### src/hw/rtl/gdbd_pkg.sv
// Shared types, constants and the month table of the Gregorian day-count block.
`timescale 1ns / 1ps
`default_nettype none

package gdbd_pkg;

  // Field widths
  localparam int unsigned DayW   = 5;
  localparam int unsigned MonW   = 4;
  localparam int unsigned YearW  = 14;
  localparam int unsigned CentW  = 8;   // ceil(year / 100), at most 164
  localparam int unsigned NumW   = 23;  // day number of one date
  localparam int unsigned CountW = 22;

  // Stream widths, rounded up to whole bytes
  localparam int unsigned InDataW  = 48;
  localparam int unsigned OutDataW = 24;

  localparam logic [CountW-1:0] CountMax = '1;

  // Month codes used for clamping
  localparam logic [MonW-1:0] MonJan = 4'd1;
  localparam logic [MonW-1:0] MonFeb = 4'd2;
  localparam logic [MonW-1:0] MonDec = 4'd12;

  // floor(x / 100) as (x * 5243) >> 19, exact for x below 43690
  localparam int unsigned   RecipShift = 19;
  localparam logic [12:0]   RecipMul   = 13'd5243;

  // Queue between front and back
  localparam int unsigned QueueDepth = 2;
  localparam int unsigned QPtrW      = $clog2(QueueDepth);
  localparam int unsigned QCntW      = $clog2(QueueDepth + 1);

  typedef struct packed {
    logic [DayW-1:0]  day;
    logic [MonW-1:0]  month;  // already clamped to 1..12
    logic [YearW-1:0] year;
    logic [CentW-1:0] cent;   // ceil(year / 100)
  } date_t;

  typedef struct packed {
    date_t start_date;
    date_t end_date;
  } item_t;

  // Days before the given month in a common year
  function automatic logic [8:0] days_before_month(input logic [MonW-1:0] mon);
    logic [8:0] d;
    unique case (mon)
      4'd1:    d = 9'd0;
      4'd2:    d = 9'd31;
      4'd3:    d = 9'd59;
      4'd4:    d = 9'd90;
      4'd5:    d = 9'd120;
      4'd6:    d = 9'd151;
      4'd7:    d = 9'd181;
      4'd8:    d = 9'd212;
      4'd9:    d = 9'd243;
      4'd10:   d = 9'd273;
      4'd11:   d = 9'd304;
      4'd12:   d = 9'd334;
      default: d = 9'd0;
    endcase
    return d;
  endfunction

endpackage

`default_nettype wire

### src/hw/rtl/gregorian_days_between_dates.sv
// Top level: inclusive day count between two Gregorian dates.
// A date pair passes through the front register, a queue entry, the day-number
// stage and the difference stage. Throughput: one date pair per cycle unless
// the output stalls; the front end holds one item, the back end two, and the
// two-entry queue between them absorbs output stalls.
// Reset: rst_ni clears all valid flags and queue pointers; no clearing pass.
`timescale 1ns / 1ps
`default_nettype none

module gregorian_days_between_dates (
  input  wire logic                          clk_i,
  input  wire logic                          rst_ni,
  input  wire logic                          s_axis_tvalid_i,
  output logic                               s_axis_tready_o,
  // start_day, start_month, start_year, end_day, end_month, end_year, zero pad
  input  wire logic [gdbd_pkg::InDataW-1:0]  s_axis_tdata_i,
  output logic                               m_axis_tvalid_o,
  input  wire logic                          m_axis_tready_i,
  // day_count, zero pad
  output logic [gdbd_pkg::OutDataW-1:0]      m_axis_tdata_o,
  // order_error
  output logic                               m_axis_tuser_o
);
  import gdbd_pkg::*;

  logic  fr_valid, fr_ready;
  item_t fr_item;
  logic  q_valid, q_ready;
  item_t q_item;

  gdbd_front u_front (
    .clk_i           (clk_i),
    .rst_ni          (rst_ni),
    .s_axis_tvalid_i (s_axis_tvalid_i),
    .s_axis_tready_o (s_axis_tready_o),
    .s_axis_tdata_i  (s_axis_tdata_i),
    .valid_o         (fr_valid),
    .ready_i         (fr_ready),
    .item_o          (fr_item)
  );

  gdbd_queue u_queue (
    .clk_i        (clk_i),
    .rst_ni       (rst_ni),
    .push_valid_i (fr_valid),
    .push_ready_o (fr_ready),
    .push_item_i  (fr_item),
    .pop_valid_o  (q_valid),
    .pop_ready_i  (q_ready),
    .pop_item_o   (q_item)
  );

  gdbd_back u_back (
    .clk_i           (clk_i),
    .rst_ni          (rst_ni),
    .valid_i         (q_valid),
    .ready_o         (q_ready),
    .item_i          (q_item),
    .m_axis_tvalid_o (m_axis_tvalid_o),
    .m_axis_tready_i (m_axis_tready_i),
    .m_axis_tdata_o  (m_axis_tdata_o),
    .m_axis_tuser_o  (m_axis_tuser_o)
  );

endmodule

`default_nettype wire

### src/hw/rtl/gdbd_front.sv
// Front end: takes date pairs, clamps months and works out the century ceilings.
`timescale 1ns / 1ps
`default_nettype none

module gdbd_front (
  input  wire logic                          clk_i,
  input  wire logic                          rst_ni,
  input  wire logic                          s_axis_tvalid_i,
  output logic                               s_axis_tready_o,
  // start_day, start_month, start_year, end_day, end_month, end_year, zero pad
  input  wire logic [gdbd_pkg::InDataW-1:0]  s_axis_tdata_i,
  output logic                               valid_o,
  input  wire logic                          ready_i,
  output gdbd_pkg::item_t                    item_o
);
  import gdbd_pkg::*;

  logic  valid_q, valid_d;
  item_t item_q, item_d;
  logic  accept;

  // Clamp the month and find ceil(year / 100) by reciprocal multiplication
  function automatic date_t classify(input logic [DayW-1:0]  day,
                                     input logic [MonW-1:0]  mon,
                                     input logic [YearW-1:0] year);
    date_t      r;
    logic [YearW:0] y99;
    logic [YearW+13:0] prod;
    y99  = (YearW+1)'(year) + (YearW+1)'(99);
    prod = (YearW+14)'(y99) * (YearW+14)'(RecipMul);
    r.day   = day;
    r.year  = year;
    r.cent  = prod[RecipShift +: CentW];
    if (mon == '0) begin
      r.month = MonJan;
    end else if (mon > MonDec) begin
      r.month = MonDec;
    end else begin
      r.month = mon;
    end
    return r;
  endfunction

  assign s_axis_tready_o = !valid_q || ready_i;
  assign accept          = s_axis_tvalid_i && s_axis_tready_o;

  always_comb begin
    item_d  = item_q;
    valid_d = valid_q;
    if (accept) begin
      item_d.start_date = classify(s_axis_tdata_i[4:0], s_axis_tdata_i[8:5],
                                   s_axis_tdata_i[22:9]);
      item_d.end_date   = classify(s_axis_tdata_i[27:23], s_axis_tdata_i[31:28],
                                   s_axis_tdata_i[45:32]);
      valid_d = 1'b1;
    end else if (ready_i) begin
      valid_d = 1'b0;
    end
  end

  // Control register
  always_ff @(posedge clk_i or negedge rst_ni) begin
    if (!rst_ni) begin
      valid_q <= 1'b0;
    end else begin
      valid_q <= valid_d;
    end
  end

  // Payload register
  always_ff @(posedge clk_i) begin
    item_q <= item_d;
  end

  assign valid_o = valid_q;
  assign item_o  = item_q;

endmodule

`default_nettype wire

### src/hw/rtl/gdbd_queue.sv
// Two-entry queue that decouples the front end from the back end.
`timescale 1ns / 1ps
`default_nettype none

module gdbd_queue (
  input  wire logic             clk_i,
  input  wire logic             rst_ni,
  input  wire logic             push_valid_i,
  output logic                  push_ready_o,
  input  wire gdbd_pkg::item_t  push_item_i,
  output logic                  pop_valid_o,
  input  wire logic             pop_ready_i,
  output gdbd_pkg::item_t       pop_item_o
);
  import gdbd_pkg::*;

  item_t             mem_q [QueueDepth];
  logic [QPtrW-1:0]  wr_ptr_q, wr_ptr_d;
  logic [QPtrW-1:0]  rd_ptr_q, rd_ptr_d;
  logic [QCntW-1:0]  count_q, count_d;
  logic              push, pop;

  assign push_ready_o = (count_q != QCntW'(QueueDepth));
  assign pop_valid_o  = (count_q != '0);
  assign push         = push_valid_i && push_ready_o;
  assign pop          = pop_valid_o && pop_ready_i;
  assign pop_item_o   = mem_q[rd_ptr_q];

  // Pointer and fill count
  always_comb begin
    wr_ptr_d = wr_ptr_q;
    rd_ptr_d = rd_ptr_q;
    count_d  = count_q;
    if (push) begin
      wr_ptr_d = (wr_ptr_q == QPtrW'(QueueDepth - 1)) ? '0 : wr_ptr_q + 1'b1;
    end
    if (pop) begin
      rd_ptr_d = (rd_ptr_q == QPtrW'(QueueDepth - 1)) ? '0 : rd_ptr_q + 1'b1;
    end
    if (push && !pop) begin
      count_d = count_q + 1'b1;
    end else if (pop && !push) begin
      count_d = count_q - 1'b1;
    end
  end

  always_ff @(posedge clk_i or negedge rst_ni) begin
    if (!rst_ni) begin
      wr_ptr_q <= '0;
      rd_ptr_q <= '0;
      count_q  <= '0;
    end else begin
      wr_ptr_q <= wr_ptr_d;
      rd_ptr_q <= rd_ptr_d;
      count_q  <= count_d;
    end
  end

  // Storage
  always_ff @(posedge clk_i) begin
    if (push) begin
      mem_q[wr_ptr_q] <= push_item_i;
    end
  end

  // Fill count stays within the depth
  assert property (@(posedge clk_i) disable iff (!rst_ni)
    count_q <= QCntW'(QueueDepth))
    else $error("queue fill count beyond depth");

  // A full queue with no pop keeps its count
  assert property (@(posedge clk_i) disable iff (!rst_ni)
    (count_q == QCntW'(QueueDepth) && !pop_ready_i) |=> count_q == QCntW'(QueueDepth))
    else $error("full queue lost or gained an entry without a pop");

  // Pointers meet when the queue is empty or full
  assert property (@(posedge clk_i) disable iff (!rst_ni)
    (count_q == '0 || count_q == QCntW'(QueueDepth)) |-> wr_ptr_q == rd_ptr_q)
    else $error("queue pointers disagree with fill count");

endmodule

`default_nettype wire

### src/hw/rtl/gdbd_back.sv
// Back end: day numbers of both dates, then the inclusive difference.
`timescale 1ns / 1ps
`default_nettype none

module gdbd_back (
  input  wire logic                          clk_i,
  input  wire logic                          rst_ni,
  input  wire logic                          valid_i,
  output logic                               ready_o,
  input  wire gdbd_pkg::item_t               item_i,
  output logic                               m_axis_tvalid_o,
  input  wire logic                          m_axis_tready_i,
  // day_count, zero pad
  output logic [gdbd_pkg::OutDataW-1:0]      m_axis_tdata_o,
  // order_error
  output logic                               m_axis_tuser_o
);
  import gdbd_pkg::*;

  logic              s1_valid_q, s1_valid_d;
  logic [NumW-1:0]   s_num_q, s_num_d, e_num_q, e_num_d;
  logic              out_valid_q, out_valid_d;
  logic [CountW-1:0] count_q, count_d;
  logic              error_q, error_d;
  logic              s1_ready;
  logic [NumW-1:0]   diff;

  // Days in years 0..y-1, months before, leap day and day of month
  function automatic logic [NumW-1:0] day_number(input date_t d);
    logic [YearW:0]   q4;
    logic [CentW-1:0] q400;
    logic [YearW:0]   c100;
    logic             div100, leap, add_leap;
    logic [NumW-1:0]  n;
    q4       = ((YearW+1)'(d.year) + (YearW+1)'(3)) >> 2;
    q400     = (d.cent + CentW'(3)) >> 2;
    c100     = (YearW+1)'(d.cent) * (YearW+1)'(100);
    div100   = (c100 == (YearW+1)'(d.year));
    leap     = (d.year[1:0] == 2'b00) && (!div100 || d.cent[1:0] == 2'b00);
    add_leap = leap && (d.month > MonFeb);
    n = NumW'(d.year) * NumW'(365) + NumW'(q4) - NumW'(d.cent) + NumW'(q400)
        + NumW'(days_before_month(d.month)) + NumW'(add_leap) + NumW'(d.day);
    return n;
  endfunction

  assign s1_ready = !out_valid_q || m_axis_tready_i;
  assign ready_o  = !s1_valid_q || s1_ready;
  assign diff     = e_num_q - s_num_q + NumW'(1);

  // Stage one: day numbers
  always_comb begin
    s1_valid_d = s1_valid_q;
    s_num_d    = s_num_q;
    e_num_d    = e_num_q;
    if (valid_i && ready_o) begin
      s1_valid_d = 1'b1;
      s_num_d    = day_number(item_i.start_date);
      e_num_d    = day_number(item_i.end_date);
    end else if (s1_ready) begin
      s1_valid_d = 1'b0;
    end
  end

  // Stage two: order check, difference and saturation
  always_comb begin
    out_valid_d = out_valid_q;
    count_d     = count_q;
    error_d     = error_q;
    if (s1_valid_q && s1_ready) begin
      out_valid_d = 1'b1;
      if (e_num_q < s_num_q) begin
        error_d = 1'b1;
        count_d = '0;
      end else begin
        error_d = 1'b0;
        count_d = (diff > NumW'(CountMax)) ? CountMax : diff[CountW-1:0];
      end
    end else if (m_axis_tready_i) begin
      out_valid_d = 1'b0;
    end
  end

  always_ff @(posedge clk_i or negedge rst_ni) begin
    if (!rst_ni) begin
      s1_valid_q  <= 1'b0;
      out_valid_q <= 1'b0;
    end else begin
      s1_valid_q  <= s1_valid_d;
      out_valid_q <= out_valid_d;
    end
  end

  always_ff @(posedge clk_i) begin
    s_num_q <= s_num_d;
    e_num_q <= e_num_d;
    count_q <= count_d;
    error_q <= error_d;
  end

  assign m_axis_tvalid_o = out_valid_q;
  assign m_axis_tdata_o  = OutDataW'(count_q);
  assign m_axis_tuser_o  = error_q;

  // An order error always carries a zero count
  assert property (@(posedge clk_i) disable iff (!rst_ni)
    (out_valid_q && error_q) |-> count_q == '0)
    else $error("order error with non-zero count");

  // A good result counts at least one day
  assert property (@(posedge clk_i) disable iff (!rst_ni)
    (out_valid_q && !error_q) |-> count_q != '0)
    else $error("in-order result with zero count");

  // A stage-one item that the output can take is valid at the output in the next cycle
  assert property (@(posedge clk_i) disable iff (!rst_ni)
    (s1_valid_q && s1_ready) |=> out_valid_q)
    else $error("stage one item dropped");

endmodule

`default_nettype wire
### config.mk
export PLATFORM = sky130hd
export DESIGN_NAME = gregorian_days_between_dates
export DESIGN_NICKNAME = d
export VERILOG_FILES = /design/src/hw/rtl/gdbd_pkg.sv /design/src/hw/rtl/gregorian_days_between_dates.sv /design/src/hw/rtl/gdbd_front.sv /design/src/hw/rtl/gdbd_queue.sv /design/src/hw/rtl/gdbd_back.sv
export SDC_FILE = /design/constraint.sdc
export NUM_CORES = 1
export LEC_CHECK = 0
export BUFFER_PORTS_ARGS = -buffer_cell sky130_fd_sc_hd__buf_4
export CORE_MARGIN = 2
export CORE_UTILIZATION = 43
export DETAILED_ROUTE_END_ITERATION = 10
export PLACE_DENSITY = 0.61
export SLEW_MARGIN = 20
export SYNTH_ARGS = -nofsm -noshare
export SYNTH_HDL_FRONTEND = slang
export SYNTH_HIERARCHICAL = 1
export SYNTH_SLANG_ARGS = --single-unit
### constraint.sdc
create_clock -name clk_i -period 19.3 [get_ports clk_i]
set_clock_uncertainty 0.15 [all_clocks]
set_input_delay 1.93 -clock clk_i [delete_from_list [all_inputs] [get_ports clk_i]]
set_output_delay 1.93 -clock clk_i [all_outputs]
set_load 0.005 [all_outputs]
# == After elaboration in Yosys (flattened, before gate mapping) ==
# Memories as Yosys holds them, arrays and structs flattened.
# Cells that the tools add are included.
# totals
out_inout_bits,27
wordCells,115
inputBits,52
reg_bits,138
rom_bits,288
ram_bits,124
mem_count,3
# memory_table
name,depth,word_bits,rd,rd_ports_with_merged_regs,write_ports,line,source
(no name shown),16,9,1,0,0,gdbd_pkg.sv:50,unique case (mon)
(no name shown),16,9,1,0,0,gdbd_pkg.sv:50,
u_queue.mem_q,2,62,1,0,1,gdbd_queue.sv:17,item_t mem_q [QueueDepth];
# classes
order_cmp,6
reduce_logical,35
addsub,24
eq_ne,3
mux,18
n_mul,6
# op_table
cell,count
$mul A15 B13 Y27 const B,2
$add A23 B1 Y23,2
$add A23 B13 Y23,2
$add A23 B5 Y23,2
$add A23 B6 Y23,2
$add A23 B9 Y23,2
$mul A14 B9 Y23 const B,2
$sub A23 B8 Y23,2
$add A14 B2 Y15 const B,2
$add A14 B7 Y15 const B,2
$eq A15 B14 Y1,2
$mul A8 B5 Y13 const B,2
$add A23 B1 Y23 const B,1
$gt A23 B22 Y1 const B,1
$lt A23 B23 Y1,1
$sub A23 B23 Y23,1
$mux W22,1
$mux W9,2
$add A8 B2 Y8 const B,2
$mux W1,11
$logic_and A1 B1 Y1,10
$reduce_bool A2 Y1,5
$gt A4 B2 Y1 const B,2
$gt A4 B4 Y1 const B,2
11 further kinds,29

# == Longest topological paths before layout ==
# An unclocked memory read counts as a cell.
# depth
word_depth,9
ltp_mapped,38
mapped_depth_nobuf,36

# == Cells and area by module ==
# Netlist, hierarchy kept.
# by_module_without_submodules
mod,area_per_inst_um2,cells_each,seq_area_each_um2,instances
gdbd_back,15919.0,1621,2122.0,1
gdbd_front,9619.2,916,1886.8,1
gdbd_queue,4968.5,211,3823.7,1

# == Worst setup path before layout ==
# No wires, ideal clock.
# synth_timing
path_type,reg-to-reg
startpoint,register u_queue.rd_ptr_q
endpoint,register u_back.s_num_q[18] (data pin)
period_less_slack_ns,8.245
stages_incl_launch_ff,34
t_arrival_ns,7.835
slack_ns,11.055
path_cell_list,dfrtp_1 -> buf_6 -> buf_12 -> mux2_4 -> ha_1 -> ha_1 -> fa_1 -> ha_1 -> nor2b_1 -> o21ai_0 -> a21boi_0 -> o21ai_0 -> nor2b_1 -> xnor2_1 -> nand4_1 -> nand3_1 -> fa_1 -> inv_1 -> fa_1 -> ha_1 -> inv_1 -> fa_1 -> fa_1 -> fa_1 -> inv_1 -> ha_1 -> a211o_1 -> a211oi_2 -> nor4_1 -> o311ai_1 -> nand2_1 -> a21o_1 -> a21oi_1 -> xnor2_1
# synth_lines
item,line,source
"start, declared",gdbd_queue.sv:19,"logic [QPtrW-1:0] rd_ptr_q, rd_ptr_d;"
"start signal, assigned",gdbd_queue.sv:54,rd_ptr_q <= rd_ptr_d;
"end signal, assigned",gdbd_back.sv:94,s_num_q <= s_num_d;
"end, declared",gdbd_back.sv:21,"logic [NumW-1:0] s_num_q, s_num_d, e_num_q, e_num_d;"

==> flow_metrics.env <==
export IMPL_worstHoldEndpoint="u_queue/mem_q[1][31]$_DFFE_PP_"
export IMPL_reg2reg_slack_ns=10.0
export IMPL_grt_pass1_vias=20255
export IMPL_min_period_ns=9.302
export IMPL_gp_congestion=0.8983
export IMPL_drc=0
export IMPL_fp_row_count=97
export IMPL_detailed_place_hpwl_mm=50.77
export IMPL_cts_setup_buffers=0
export IMPL_antenna_left=0
export IMPL_hold_viol=0
export IMPL_cp_slowest_cell="dfrtp_4"
export IMPL_start_util_pct=43.49
export IMPL_grt_setup_unrepaired="no"
export IMPL_synth_ff_type="edfxtp_1"
export IMPL_seqCellArea_sq_um=7836
export IMPL_core_area_sq_um=70150
export IMPL_fin_tns_setup_ns=0
export IMPL_worstPathRequired_ns=19.44
export IMPL_hold_buffers=0
export IMPL_syn_area_per_cell_sq_um=11.10
export IMPL_worstPathArrival_ns=9.44
export IMPL_crit_type="register to register"
export IMPL_boundaryPins=79
export IMPL_drive_gt1_share_pct=7.951
export IMPL_grt_usage_pct=16.72
export IMPL_synth_distinct_cells=86
export IMPL_grt_pass1_wl_mm=100.9
export IMPL_r2r_end="u_back/s_num_q[22]$_DFFE_PP_"
export IMPL_layout_commonest_cell="inv_1"
export IMPL_setup_viol=0
export IMPL_yosys_warnings=6
export IMPL_status="finished clean"
export IMPL_grt_max_degree=47
export IMPL_reg2regPathDepth=31
export IMPL_syn_cell_area_sq_um=30510
export IMPL_synth_seq_area_share_pct=25.67
export IMPL_worst_pin_slew_ns=0.9219
export IMPL_drtIter0Drc=763
export IMPL_port_buffers=74
export IMPL_min_path_type="register to register"
export IMPL_min_from="u_front/item_o[31]$_DFFE_PP_"
export IMPL_via_per_inst=4.901
export IMPL_cp_slowest_stage_delay_ns=0.80
export IMPL_dieArea_sq_um=73090
export IMPL_area_growth_pct=8.043
export IMPL_fin_crit_sh_pct=48.20
export IMPL_dr_pass1_iters=5
export IMPL_cp_common_cell="fa_1"
export IMPL_crit_fanout=32
export IMPL_synthCells=2748
export IMPL_layout_nets=3753
export IMPL_hold_depth=0
export IMPL_drv_slew=0
export IMPL_critPathLaunchType="register"
export IMPL_cts_htree_levels=1
export IMPL_clk_latency_ns=0.55
export IMPL_startpoint="u_queue/rd_ptr_q$_DFFE_PN0P_"
export IMPL_antenna_found_initial=1
export IMPL_fmax_mhz=107.5
export IMPL_synth_seq_cells=262
export IMPL_dieWidth_microns=270.4
export IMPL_cts_buffers=27
export IMPL_antenna_cells=0
export IMPL_num_vias=18599
export IMPL_cts_buffer_depth=3
export IMPL_timing_rr_start="u_queue/rd_ptr_q$_DFFE_PN0P_"
export IMPL_wl_mm=59.09
export IMPL_synth_edf_count=255
export IMPL_final_cell_mix="inv_1, ha_1, fa_1"
export IMPL_detail_route_wl_per_cell_microns=15.57
export IMPL_max_cap_violations=0
export IMPL_overflow=0
export IMPL_cts_sinks=262
export IMPL_cts_repair_resized=0
export IMPL_async_flop_share_pct=2.672
export IMPL_max_slew_margin_pct=38.39
export IMPL_cts_root_buffer="clkbuf_16"
export IMPL_cts_tree="yes"
export IMPL_cp_end_kind="register"
export IMPL_die_height_microns=270.4
export IMPL_num_fill_cells=6578
export IMPL_multi_input_area_sq_um=20020
export IMPL_path_clk_slew_ns=0.06
==> state kept, by name, indices dropped and copies added, names as in the netlist, 2 cells and up <==
register,flops
u_queue/mem_q,124
u_back/e_num_q,23
u_back/s_num_q,23
u_back/count_q,22
u_queue/count_q,2
u_front/item_o,62
==> cell type report <==
cell class,count,share of cell area (%)
Multi-Input combinational cell,1803,60.73
Inverter,662,7.539
Clock buffer,27,2.050
Sequential cell,262,23.77
Clock inverter,23,0.5580
Timing Repair Buffer,78,1.777
Tap cell,940,3.568
==> layer usage <==
metal  share of wire (%)  wire (microns)  GRT usage, %  vias up
li1                    -               -             -     9179
met1                  47           27760         22.69     9151
met2                  49           28780         29.26      204
met3                 2.6            1525         1.485       63
met4                 1.7            1007         3.271        2
met5               0.022              13             0        -
==> synthesized netlist by cell type, drive strengths merged, types with 9 or more instances <==
| cell type | n | area [sq um] |
|---|---|---|
| inv | 662 | 2485 |
| ha | 545 | 6819 |
| fa | 322 | 6446 |
| edfxtp | 255 | 7657 |
| xnor2 | 154 | 1394 |
| a21oi | 103 | 541.8 |
| nor2 | 94 | 352.8 |
| nand2 | 77 | 289.0 |
| mux2 | 62 | 919.6 |
| o21ai | 56 | 284.0 |
| xor2 | 50 | 471.7 |
| a21o | 39 | 294.0 |
| nand3 | 37 | 185.2 |
| nor2b | 25 | 156.4 |
| nor3 | 23 | 120.1 |
| nand2b | 19 | 118.9 |
| o21bai | 19 | 142.6 |
| a211oi | 15 | 132.6 |
| o21a | 15 | 112.6 |
| a31oi | 12 | 75.07 |
| buf | 11 | 161.4 |
| clkbuf | 11 | 41.29 |
| mux2i | 10 | 100.1 |
| and3 | 9 | 57.56 |
| nand4 | 9 | 56.30 |
| or3 | 9 | 56.30 |
==> worst max-delay path: cells and delay by family, from the launching register on <==
family          cells  cell delay [ns]
compound gates      8             1.92
xor+xnor            2             0.23
fa+ha+maj          11             4.35
buf+inv             3             0.20
flops               1             0.80
mux                 1             0.40
simple gates        6             0.95
==> through the flow <==
step	utilization [%]	std cells	hold slack (ns)	setup slack (ns)	instance area (sq um)
finish	46.99	3795	0.2905	9.998	32960
CTS	46.97	3795	0.2938	9.941	32950
global route	46.99	3795	0.2998	9.457	32960
floorplan	-	2749	0.2715	11.06	30510
detailed placement	45.75	3745	0.2790	9.992	32090
global placement	45.75	3745	0.2754	10.11	32090
==> cells by family (layout without fill, tap and decap cells) <==
logic type	count (synthesis)	after routing	share of synthesized area, %
AOI/OAI and AO/OA	323	323	7.178
buffers and inverters	684	790	8.810
muxes	73	73	3.416
adders and majority gates	867	867	43.48
and+or+nand+nor	334	334	5.311
xor gates and xnor gates	204	204	6.115
DFF	262	262	25.67
other	1	2	0.01229
==> how the worst max path moves through the flow <==
stage / end / cells after the start / slack (ns)
floorplan: u_back/s_num_q[18]$_DFFE_PP_ / 33 / 11.06
global placement: u_back/s_num_q[18]$_DFFE_PP_ / 31 / 10.11
detailed placement: u_back/s_num_q[22]$_DFFE_PP_ / 31 / 9.99
CTS: u_back/s_num_q[22]$_DFFE_PP_ / 31 / 9.94
global route: u_back/s_num_q[22]$_DFFE_PP_ / 31 / 9.46
finish: u_back/s_num_q[22]$_DFFE_PP_ / 31 / 10.0
Power is left out: the tool's default activity adds up to more than one toggle a clock period on the data nets, which glitch-free logic cannot reach.
